File: config.mk
export PLATFORM = sky130hd
export DESIGN_NAME = round_robin_session_id_allocator
export DESIGN_NICKNAME = d
export VERILOG_FILES = /design/src/hw/rtl/rrsa_pkg.sv /design/src/hw/rtl/round_robin_session_id_allocator.sv /design/src/hw/rtl/rrsa_ctrl.sv /design/src/hw/rtl/rrsa_dpath.sv
export SDC_FILE = /design/constraint.sdc
export NUM_CORES = 2
export LEC_CHECK = 0
export ABC_CLOCK_PERIOD_IN_PS = 12250
export BUFFER_PORTS_ARGS = -buffer_cell sky130_fd_sc_hd__buf_4
export CAP_MARGIN = 40
export CORE_MARGIN = 2
export CORE_UTILIZATION = 48
export DETAILED_ROUTE_END_ITERATION = 8
export PLACE_DENSITY = 0.62
export SYNTH_ARGS = -nofsm -noshare
export SYNTH_HDL_FRONTEND = slang
export SYNTH_HIERARCHICAL = 1
export SYNTH_SLANG_ARGS = --single-unit
File: constraint.sdc
create_clock -name clk -period 12.25 [get_ports clk]
set_clock_uncertainty 0.15 [all_clocks]
set_input_delay 2.45 -clock clk [delete_from_list [all_inputs] [get_ports clk]]
set_output_delay 2.45 -clock clk [all_outputs]
set_load 0.02 [all_outputs]
File: src/hw/rtl/rrsa_pkg.sv
`timescale 1ns / 1ps
// Shared types and constants for the round-robin session id allocator.
// Used by rrsa_ctrl, rrsa_dpath and the top level.
package rrsa_pkg;

  localparam int ID_W    = 12;
  localparam int WORD_W  = 32;
  localparam int BIT_AW  = 5;
  localparam int ROW_AW  = ID_W - BIT_AW;
  localparam int ROW_CNT = 1 << ROW_AW;
  localparam int POS_W   = ID_W + 1;

  localparam logic [1:0] KIND_ALLOC_SRV = 2'd0;
  localparam logic [1:0] KIND_ALLOC_CLI = 2'd1;
  localparam logic [1:0] KIND_FREE      = 2'd2;
  localparam logic [1:0] KIND_QUERY     = 2'd3;

  localparam logic [ID_W-1:0] SERVER_FIRST_DEF = 12'd1;
  localparam logic [ID_W-1:0] SERVER_END_DEF   = 12'd1024;
  localparam logic [ID_W-1:0] CLIENT_FIRST_DEF = 12'd1024;
  localparam logic [ID_W-1:0] CLIENT_END_DEF   = 12'd4095;

  typedef struct packed {
    logic accept;
    logic clear;
    logic read;
    logic eval;
    logic emit;
  } rrsa_cmd_t;

  typedef struct packed {
    logic clear_last;
    logic eval_done;
    logic out_free;
  } rrsa_sts_t;

endpackage

File: src/hw/rtl/round_robin_session_id_allocator.sv
`timescale 1ns / 1ps
// Top level of the round-robin session id allocator.
// Depends on rrsa_pkg, rrsa_ctrl and rrsa_dpath.
//
//   channel | direction | handshake          | payload
//   request | in        | in_valid/in_stall  | kind, id_in
//   result  | out       | out_valid/out_stall| id_out, flag
//
// After reset the 128-row bitmap is cleared, one row a cycle, with in_stall high.
// Free and query pass from accept through read, evaluate (free also writes back) and emit
// to the output register; a new request is accepted only once the previous one is emitted.
// Allocate reads and evaluates one 32-id bitmap row per pass; a full lap of a pool visits
// each row it spans, the cursor's row at most twice, so the read-evaluate loop sets the rate.
// A new request is taken while a result waits under out_stall; the next result waits for it.
module round_robin_session_id_allocator #(
  parameter logic [rrsa_pkg::ID_W-1:0] SERVER_FIRST = rrsa_pkg::SERVER_FIRST_DEF,
  parameter logic [rrsa_pkg::ID_W-1:0] SERVER_END   = rrsa_pkg::SERVER_END_DEF,
  parameter logic [rrsa_pkg::ID_W-1:0] CLIENT_FIRST = rrsa_pkg::CLIENT_FIRST_DEF,
  parameter logic [rrsa_pkg::ID_W-1:0] CLIENT_END   = rrsa_pkg::CLIENT_END_DEF
) (
  input  logic                      clk,
  input  logic                      rst,
  input  logic                      in_valid,
  output logic                      in_stall,
  input  logic [1:0]                kind,
  input  logic [rrsa_pkg::ID_W-1:0] id_in,
  output logic                      out_valid,
  input  logic                      out_stall,
  output logic [rrsa_pkg::ID_W-1:0] id_out,
  output logic                      flag
);

  rrsa_pkg::rrsa_cmd_t cmd;
  rrsa_pkg::rrsa_sts_t sts;

  rrsa_ctrl u_ctrl (
    .clk      (clk),
    .rst      (rst),
    .in_valid (in_valid),
    .in_stall (in_stall),
    .sts      (sts),
    .cmd      (cmd)
  );

  rrsa_dpath #(
    .SERVER_FIRST (SERVER_FIRST),
    .SERVER_END   (SERVER_END),
    .CLIENT_FIRST (CLIENT_FIRST),
    .CLIENT_END   (CLIENT_END)
  ) u_dpath (
    .clk       (clk),
    .rst       (rst),
    .cmd       (cmd),
    .sts       (sts),
    .kind      (kind),
    .id_in     (id_in),
    .out_valid (out_valid),
    .out_stall (out_stall),
    .id_out    (id_out),
    .flag      (flag)
  );

endmodule

File: src/hw/rtl/rrsa_ctrl.sv
`timescale 1ns / 1ps
// Controller state machine for the session id allocator.
// Depends on rrsa_pkg; drives rrsa_dpath through command and status structs.
module rrsa_ctrl (
  input  logic              clk,
  input  logic              rst,
  input  logic              in_valid,
  output logic              in_stall,
  input  rrsa_pkg::rrsa_sts_t sts,
  output rrsa_pkg::rrsa_cmd_t cmd
);

  localparam logic [2:0] S_CLEAR = 3'd0;
  localparam logic [2:0] S_IDLE  = 3'd1;
  localparam logic [2:0] S_READ  = 3'd2;
  localparam logic [2:0] S_EVAL  = 3'd3;
  localparam logic [2:0] S_EMIT  = 3'd4;

  logic [2:0] state;
  logic [2:0] state_next;

  always_ff @(posedge clk) begin
    if (rst) begin
      state <= S_CLEAR;
    end else begin
      state <= state_next;
    end
  end

  always_comb begin
    state_next = state;
    cmd        = '0;
    unique case (state)
      S_CLEAR: begin
        cmd.clear = 1'b1;
        if (sts.clear_last) begin
          state_next = S_IDLE;
        end
      end
      S_IDLE: begin
        if (in_valid) begin
          cmd.accept = 1'b1;
          state_next = S_READ;
        end
      end
      S_READ: begin
        cmd.read   = 1'b1;
        state_next = S_EVAL;
      end
      S_EVAL: begin
        cmd.eval   = 1'b1;
        // keep scanning rows until the request settles
        state_next = sts.eval_done ? S_EMIT : S_READ;
      end
      S_EMIT: begin
        if (sts.out_free) begin
          cmd.emit   = 1'b1;
          state_next = S_IDLE;
        end
      end
      default: begin
        state_next = S_CLEAR;
      end
    endcase
  end

  assign in_stall = (state != S_IDLE);

endmodule

File: src/hw/rtl/rrsa_dpath.sv
`timescale 1ns / 1ps
// Datapath: used-id bitmap memory, pool cursors, row scanner and output register.
// Depends on rrsa_pkg; commanded by rrsa_ctrl.
module rrsa_dpath #(
  parameter logic [rrsa_pkg::ID_W-1:0] SERVER_FIRST = rrsa_pkg::SERVER_FIRST_DEF,
  parameter logic [rrsa_pkg::ID_W-1:0] SERVER_END   = rrsa_pkg::SERVER_END_DEF,
  parameter logic [rrsa_pkg::ID_W-1:0] CLIENT_FIRST = rrsa_pkg::CLIENT_FIRST_DEF,
  parameter logic [rrsa_pkg::ID_W-1:0] CLIENT_END   = rrsa_pkg::CLIENT_END_DEF
) (
  input  logic                      clk,
  input  logic                      rst,
  input  rrsa_pkg::rrsa_cmd_t       cmd,
  output rrsa_pkg::rrsa_sts_t       sts,
  input  logic [1:0]                kind,
  input  logic [rrsa_pkg::ID_W-1:0] id_in,
  output logic                      out_valid,
  input  logic                      out_stall,
  output logic [rrsa_pkg::ID_W-1:0] id_out,
  output logic                      flag
);

  localparam int ID_W   = rrsa_pkg::ID_W;
  localparam int WORD_W = rrsa_pkg::WORD_W;
  localparam int BIT_AW = rrsa_pkg::BIT_AW;
  localparam int ROW_AW = rrsa_pkg::ROW_AW;
  localparam int POS_W  = rrsa_pkg::POS_W;
  localparam logic [ROW_AW-1:0] ROW_LAST = ROW_AW'(rrsa_pkg::ROW_CNT - 1);

  logic [WORD_W-1:0] mem [rrsa_pkg::ROW_CNT];

  logic [1:0]        kind_r;
  logic [ID_W-1:0]   id_r;
  logic [POS_W-1:0]  pos;
  logic [POS_W-1:0]  limit;
  logic              phase;
  logic [ID_W-1:0]   srv_cur;
  logic [ID_W-1:0]   cli_cur;
  logic [ROW_AW-1:0] clr_row;
  logic [WORD_W-1:0] rdata;
  logic [ID_W-1:0]   res_id;
  logic              res_flag;

  logic              is_alloc;
  logic [ID_W-1:0]   cur;
  logic [POS_W-1:0]  pfirst;
  logic [POS_W-1:0]  pend;
  logic [ROW_AW-1:0] row;
  logic [POS_W-1:0]  base;
  logic [POS_W-1:0]  next_base;
  logic [WORD_W-1:0] win;
  logic [WORD_W-1:0] freem;
  logic              found;
  logic [BIT_AW-1:0] idx;
  logic [ID_W-1:0]   found_id;
  logic [POS_W-1:0]  nid;
  logic [ID_W-1:0]   cur_next;
  logic              wrap_ok;
  logic              row_end;
  logic              qbit;
  logic              we;
  logic [WORD_W-1:0] wdata;

  assign is_alloc  = !kind_r[1];
  assign cur       = kind_r[0] ? cli_cur : srv_cur;
  assign pfirst    = kind_r[0] ? {1'b0, CLIENT_FIRST} : {1'b0, SERVER_FIRST};
  assign pend      = kind_r[0] ? {1'b0, CLIENT_END} : {1'b0, SERVER_END};
  assign row       = pos[BIT_AW +: ROW_AW];
  assign base      = {1'b0, row, {BIT_AW{1'b0}}};
  assign next_base = base + POS_W'(WORD_W);

  always_comb begin
    for (int b = 0; b < WORD_W; b++) begin
      win[b] = ((base + POS_W'(b)) >= pos) && ((base + POS_W'(b)) < limit);
    end
  end

  assign freem = ~rdata & win;
  assign found = |freem;

  // lowest free bit in the window
  always_comb begin
    idx = '0;
    for (int i = WORD_W - 1; i >= 0; i--) begin
      if (freem[i]) begin
        idx = BIT_AW'(i);
      end
    end
  end

  assign found_id = {row, idx};
  assign nid      = {1'b0, found_id} + POS_W'(1);
  assign cur_next = (nid >= pend) ? pfirst[ID_W-1:0] : nid[ID_W-1:0];
  assign wrap_ok  = !phase && (pfirst < {1'b0, cur});
  assign row_end  = next_base >= limit;
  assign qbit     = rdata[id_r[BIT_AW-1:0]];

  assign sts.eval_done  = !is_alloc || found || (row_end && !wrap_ok);
  assign sts.clear_last = (clr_row == ROW_LAST);
  assign sts.out_free   = !out_valid || !out_stall;

  always_comb begin
    we    = 1'b0;
    wdata = rdata;
    case (kind_r)
      rrsa_pkg::KIND_FREE: begin
        we    = cmd.eval;
        wdata = rdata & ~(WORD_W'(1) << id_r[BIT_AW-1:0]);
      end
      rrsa_pkg::KIND_ALLOC_SRV, rrsa_pkg::KIND_ALLOC_CLI: begin
        we    = cmd.eval && found;
        wdata = rdata | (WORD_W'(1) << idx);
      end
      default: begin
        we    = 1'b0;
        wdata = rdata;
      end
    endcase
  end

  // bitmap memory: one write port, one registered read port
  always_ff @(posedge clk) begin
    if (cmd.clear) begin
      mem[clr_row] <= '0;
    end else if (we) begin
      mem[row] <= wdata;
    end
    if (cmd.read) begin
      rdata <= mem[row];
    end
  end

  always_ff @(posedge clk) begin
    if (rst) begin
      clr_row   <= '0;
      srv_cur   <= SERVER_FIRST;
      cli_cur   <= CLIENT_FIRST;
      out_valid <= 1'b0;
    end else begin
      if (cmd.clear) begin
        clr_row <= clr_row + ROW_AW'(1);
      end
      if (cmd.eval && is_alloc && found) begin
        if (kind_r[0]) begin
          cli_cur <= cur_next;
        end else begin
          srv_cur <= cur_next;
        end
      end
      if (cmd.emit) begin
        out_valid <= 1'b1;
      end else if (!out_stall) begin
        out_valid <= 1'b0;
      end
    end
  end

  always_ff @(posedge clk) begin
    if (cmd.accept) begin
      kind_r <= kind;
      id_r   <= id_in;
      phase  <= 1'b0;
      if (kind[1]) begin
        pos <= {1'b0, id_in};
      end else begin
        pos <= {1'b0, (kind[0] ? cli_cur : srv_cur)};
      end
      limit <= kind[0] ? {1'b0, CLIENT_END} : {1'b0, SERVER_END};
    end else if (cmd.eval) begin
      if (sts.eval_done) begin
        case (kind_r)
          rrsa_pkg::KIND_FREE: begin
            res_id   <= id_r;
            res_flag <= 1'b0;
          end
          rrsa_pkg::KIND_QUERY: begin
            res_id   <= id_r;
            res_flag <= qbit;
          end
          default: begin
            res_id   <= found ? found_id : '0;
            res_flag <= found;
          end
        endcase
      end else if (row_end) begin
        // wrap: scan from the pool start up to the cursor
        phase <= 1'b1;
        pos   <= pfirst;
        limit <= {1'b0, cur};
      end else begin
        pos <= next_base;
      end
    end
    if (cmd.emit) begin
      id_out <= res_id;
      flag   <= res_flag;
    end
  end

  a_emit_shows: assert property (@(posedge clk) disable iff (rst)
    cmd.emit |=> out_valid)
    else $error("result not presented after emit");

  a_read_in_space: assert property (@(posedge clk) disable iff (rst)
    cmd.read |-> !pos[POS_W-1])
    else $error("scan position beyond id space");

  a_alloc_nonzero: assert property (@(posedge clk) disable iff (rst)
    (cmd.eval && is_alloc && found) |-> (found_id >= pfirst[ID_W-1:0]))
    else $error("allocated id below pool start");

endmodule

==> Yosys cells after proc, flatten, opt, wreduce, memory -nomap -nowiden <==
Memory sizes are Yosys's and may differ from the RTL's. A register that Yosys moved wholly into a read port is not among the register bits.
Cells that the tools add are included.
{ "totals": {"ff_bits": 102, "output_inout_bits": 15, "ramBits": 4096, "input_bits": 18, "wordCells": 277, "memories": 1} }
{ "op_classes": {"n_eq_ne": 14, "n_mux": 76, "shift": 2, "add_sub_neg": 34, "bitwise_logic": 8, "order_cmp": 68, "reduce_logical": 60} }
{ "mem_list": {"columns": ["name", "depth", "width", "read_ports", "rd_clocked_by_memory_dff", "wr", "line", "rtl"], "rows": [
  ["u_dpath.mem", 128, 32, 1, 1, 1, "rrsa_dpath.sv:29", "logic [WORD_W-1:0] mem [rrsa_pkg::ROW_CNT];"]
]} }
{ "ops": {"columns": ["operator", "count"], "rows": [
  ["13-bit >= comparator", 33],
  ["13-bit < comparator", 31],
  ["12-bit by 5-bit adder with 13-bit output (second input constant)", 16],
  ["5-bit 2-to-1 mux", 32],
  ["12-bit by 4-bit adder with 13-bit output (second input constant)", 8],
  ["13-bit 2-to-1 mux", 8],
  ["12-bit 2-to-1 mux", 8],
  ["32-bit AND", 2],
  ["32-bit NOT", 2],
  ["32-bit case mux with 2 select lines", 1],
  ["32-bit OR reduction", 2],
  ["1-bit by 5-bit << shifter with 32-bit output (first input constant)", 2],
  ["12-bit by 3-bit adder with 13-bit output (second input constant)", 4],
  ["1-bit logical AND", 37],
  ["32-bit 2-to-1 mux", 1],
  ["32-bit OR", 1],
  ["12-bit by 1-bit adder with 13-bit output (second input constant)", 2],
  ["12-bit by 2-bit adder with 13-bit output (second input constant)", 2],
  ["1-bit 2-to-1 mux", 16],
  ["3-bit case mux with 5 select lines", 1],
  ["12-bit by 6-bit adder with 13-bit output (second input constant)", 1],
  ["12-bit by 13-bit >= comparator with 1-bit output", 1],
  ["12-bit by 13-bit < comparator with 1-bit output", 1],
  ["13-bit by 12-bit < comparator with 1-bit output", 1],
  ["other kinds (25)", 49]
]} }

==> Depth between registers and ports, before layout <==
{ "logic_depth": {"word_depth": 40, "mapped_depth": 33, "ltp_nobuf": 23} }

==> By module <==
The synthesis kept the hierarchy.
{ "modules_own_cells": {"columns": ["mod", "instances", "area_each_um2", "seq_area_each_um2", "cells_per_inst"], "rows": [
  ["rrsa_dpath", 1, 165120.9, 126571.4, 7426],
  ["rrsa_ctrl", 1, 244.0, 60.1, 28]
]} }

==> Least setup slack after synthesis <==
Ideal clock, no wire load.
{ "synth_path": {"path_type": "reg2reg", "start": "reg u_dpath.pos[5]", "end": "mem u_dpath.mem[0][1] (data pin)", "n_path_buf": 9, "setup_ns": 1.230, "path_slack_ns": 0.901, "path_stages_with_launch": 25, "synth_period_minus_slack_ns": 11.349, "required_time_ns": 10.870, "arrival_ns": 9.969, "cell_sequence": "edfxtp_1 -> buf_2 -> buf_2 -> buf_2 -> buf_4 -> buf_4 -> buf_4 -> buf_4 -> inv_1 -> ha_1 -> and4b_1 -> buf_4 -> buf_6 -> nand3_1 -> and3_1 -> o311ai_0 -> nand2_1 -> a21o_1 -> a311o_1 -> and2_1 -> inv_1 -> ha_1 -> nor2b_1 -> a21oi_1 -> a211oi_1"} }
{ "synth_between": {"elab_chain_cells": 40, "word_cells_on_any_way": 171, "classes_between": "add/sub: 31; order compare: 64; shift: 1; mux: 38; bitwise: 2; reduce/logical: 35"} }
{ "synth_rtl": {"columns": ["element", "line", "rtl"], "rows": [
  ["from (decl)", "rrsa_dpath.sv:33", "logic [POS_W-1:0] pos;"],
  ["from (signal assigned)", "rrsa_dpath.sv:163", "pos <= {1'b0, id_in};"],
  ["from (signal assigned)", "rrsa_dpath.sv:165", "pos <= {1'b0, (kind[0] ? cli_cur : srv_cur)};"],
  ["from (signal assigned)", "rrsa_dpath.sv:187", "pos <= pfirst;"],
  ["12-bit by 5-bit adder with 13-bit output", "rrsa_dpath.sv:73", "win[b] = ((base + POS_W'(b)) >= pos) && ((base + POS_W'(b)) < limit);"],
  ["13-bit >= comparator / 13-bit < comparator (equally long branches)", "rrsa_dpath.sv:73", null],
  ["1-bit logical AND", "rrsa_dpath.sv:73", null],
  ["32-bit AND *", "rrsa_dpath.sv:77", "assign freem = ~rdata & win;"],
  ["5-bit 2-to-1 mux (32 in series)", "rrsa_dpath.sv:84", "if (freem[i]) begin"],
  ["1-bit by 5-bit << shifter with 32-bit output", "rrsa_dpath.sv:111", "wdata = rdata | (WORD_W'(1) << idx);"],
  ["32-bit OR", "rrsa_dpath.sv:111", null],
  ["32-bit case mux with 2 select lines", "rrsa_dpath.sv:104", "case (kind_r)"],
  ["32-bit 2-to-1 mux (no source line) *", null, null],
  ["to (decl)", "rrsa_dpath.sv:29", null]
]} }
Mark *: on every way between the ends. The rest lies on a longest branch, timed or not.

==> results.md <==
* Global route hottest layer: met2
* PostCTS Resize Cnt at 0
* GR Util met2 at 41.4%
* Critical Path End Type: register
* TritonCTS clock tree: yes
* R2R Setup Slk at 4.95 ns
* Worst vdd ir at 167 uV
* Number of synthesized flops with an enable pin at 4,193
* Reg2Reg Launch Point: u_dpath/pos[5]
* Clock Latency Late Sink at 1.01 ns
* Mapped cell area at 0.165 mm^2
* Hold path depth at 0
* PwrDens at 169 mW/mm^2
* H-tree Lvls at 5
* Tot GR Track Use at 26.8%
* Clock sink count at 4,229
* Min-Delay Endpoint: u_dpath/id_out[10]
* Site Rows at 215
* Met1 Track Usage GR at 38.7%
* IO Count at 33
* Area Overhead vs Synth at 14.2%
* Setup Crit Path Kind: register to register
* Final hold slack at 0.271 ns
* Min-Delay Path Class: register to register
* Startpoint types: register
* Fin. Hold Viols at 0
* Primary FF master, synth: edfxtp_1
* Setup Buffers After CTS at 0
* Number of global-route vias before repair at 82,000
* Layout Nets at 7,951
* Seq/Total Area, Yosys at 76.6%
* GRT Residual Overflow at 0
* Fill count at 25,500
* Port Buffer Count at 32
* Initial Util at 48.2%
* FF-to-FF path depth at 10
* Slew Limit Fails at 0
* WL final at 468,000 um
* Core Region at 0.343 mm^2
* RSZ-0062 raised after global routing: false
* Hpwl dp at 269,000 um
* Drt pass-1 iters at 5
* CP required at 12.86 ns
* Final min period at 7.30 ns
* DR iter-0 viols at 12,000
* Final period util at 59.6%
* Cells after synthesis at 7,454
* CTS buffer count at 428
* Synthesized area per cell at 22.2 um^2
* Max-Cap Viols at 0
* Fraction of layout cells with a size suffix above 1 at 29.8%
* Placed insts at 12,000
* Yosys warnings at 6
* Clock transition at path regs at 0.06 ns
* Pin count of the biggest net entering global routing at 120
* DRC viols at 0
* Fin cells at 12,800
* Max FO, Critical Path at 93
* RR Endpoint: u_dpath/rdata[17]
* Met3 usage at 5.67%
* Avg WL per Cell at 36.5 um
* Post-DRT Antenna Nets at 0
* Hold Buf Count CTS at 0
* Hold_sp: u_dpath/res_id[10]
* Slew headroom at 35.1%
* Final TNS setup at 0 ns
* Post-synth ARST share at 0%
* WP data arrival at 7.91 ns
* Die X at 591 um
* Syn_nets at 7,507
* Max Root-Sink Buffers at 4
* DR vias/cell at 6.49
* Commonest non-fill, non-tap cell in the layout: edfxtp_1
* Commonest cells after routing, fill and taps aside: 4,193 x edfxtp_1, 1,176 x mux4_2, 432 x clkbuf_16, 376 x buf_4, 200 x nand2_1
* Die ar. at 0.349 mm^2
* Synth cell types at 91
* Status: finished clean
* Fmax achieved at 137 MHz
* Final setup viols at 0
* Root buffer cell: clkbuf_16
* Antenna violations before repair at 29
* Vias at 83,200
* Worst Tran Pin Value at 0.974 ns
* Final Wtd Congestion at 0.872
* Die Y at 591 um
* Global-route wire length before repair at 653,000 um
* FF+latch count, synth at 4,229
* P_leak at 49.1 nW
cell families after synthesis:
group | after synthesis | synth area share, %
AND/OR/NAND/NOR | 648 | 1.75
adder cells (fa/ha/maj) | 35 | 0.265
buffers and inverters | 468 | 1.24
XOR/XNOR | 20 | 0.106
multiplexers | 1354 | 17.1
other | 1 | 0.00227
flip-flops | 4229 | 76.6
AO/OA/AOI/OAI | 699 | 2.96
state kept, by name (all words and copies together), names as in the netlist:
register	flops
u_dpath/rdata	32
u_dpath/pos	13
u_dpath/res_flag	1
u_dpath/flag	1
u_dpath/res_id	12
u_dpath/mem	4096
u_dpath/limit	12
u_dpath/srv_cur	12
u_dpath/kind_r	2
u_dpath/cli_cur	12
u_ctrl/state	3
u_dpath/clr_row	7
u_dpath/phase	1
u_dpath/id_r	12
u_dpath/id_out	12
u_dpath/out_valid	1
stage by stage:
step	power, W	util [%]	setup slack (ns)	cell area [um^2]
2_1_floorplan	0.0179	-	0.901	165000
3_3_place_gp	0.0191	50.6	4.43	173000
3_5_place_dp	0.0192	51.0	4.78	175000
4_1_cts	0.0321	55.0	4.77	189000
5_1_grt	0.0327	55.0	4.37	189000
6_report	0.0319	55.1	4.95	189000
per-layer routing:
metal  vias up  part of all wire, %
met5         -                0.015
met4        12                  3.4
met3       736                   10
met2      4423                   47
met1     45300                   40
li1      32700                    -
area by class of cell:
cell class	instances	area (um^2)	share of cell area, %
clock buffers	530	11200	5.96
inverters	35	140	0.0742
diodes	13	32.5	0.0172
flip-flops and latches	4229	127000	67.1
clock inverters	264	2710	1.43
multi-input cells	2757	38200	20.2
repair buffers	447	4120	2.18
well taps	4557	5700	3.02
report_power, final:
part	switching [W]	internal [W]	total, W
Combinational	0.00194	0.000903	0.00284
Sequential	0.000140	0.0160	0.0161
Clock	0.00556	0.00741	0.0130
Yosys cell counts, types with 9 or more instances:
cell,instances,area [um^2]
edfxtp_1,4193,126000
mux4_2,1176,26500
nor2_1,257,965
clkbuf_1,209,785
nand2_1,202,758
mux2i_1,170,1700
a21oi_1,162,811
o21ai_0,112,561
buf_2,104,521
buf_1,82,308
o221ai_1,73,639
a211oi_1,58,435
o22ai_1,46,288
nor3_1,45,225
a31oi_1,36,225
dfxtp_1,36,721
ha_1,35,438
buf_4,33,248
inv_1,33,124
and2_1,22,138
nand2b_1,22,138
a22o_1,21,184
a311oi_1,21,184
nand3_1,21,105
a21o_1,18,135
nor2b_1,16,100
and3_1,14,87.6
o21a_1,14,105
a221oi_1,13,114
xnor2_1,13,114
o211ai_1,11,82.6
a21boi_0,10,75.1
a31oi_2,10,125
nor4_1,10,62.6
o31ai_1,9,67.6
worst max-delay path, cell delays in order (launching register included):
cell	delay [ns]
edfxtp_1	0.36
buf_4	0.60
buf_4	0.76
buf_4	0.66
buf_12	0.59
buf_12	0.57
buf_4	0.82
mux4_2	0.61
mux4_2	0.61
mux4_2	0.49
mux2_2	0.27
worst max path at each step:
stage | startpoint | to | slack (ns) | depth (start not counted)
floorplan | u_dpath/pos[5] | u_dpath/mem[0][1] | 0.90 | 24
global placement | u_dpath/pos[5] | u_dpath/rdata[15] | 4.43 | 10
detailed placement | u_dpath/pos[5] | u_dpath/rdata[17] | 4.78 | 10
CTS | u_dpath/pos[5] | u_dpath/rdata[6] | 4.77 | 10
global route | u_dpath/pos[5] | u_dpath/rdata[17] | 4.37 | 10
finish | u_dpath/pos[5] | u_dpath/rdata[17] | 4.95 | 10
Power figures use the tool's default switching activity.
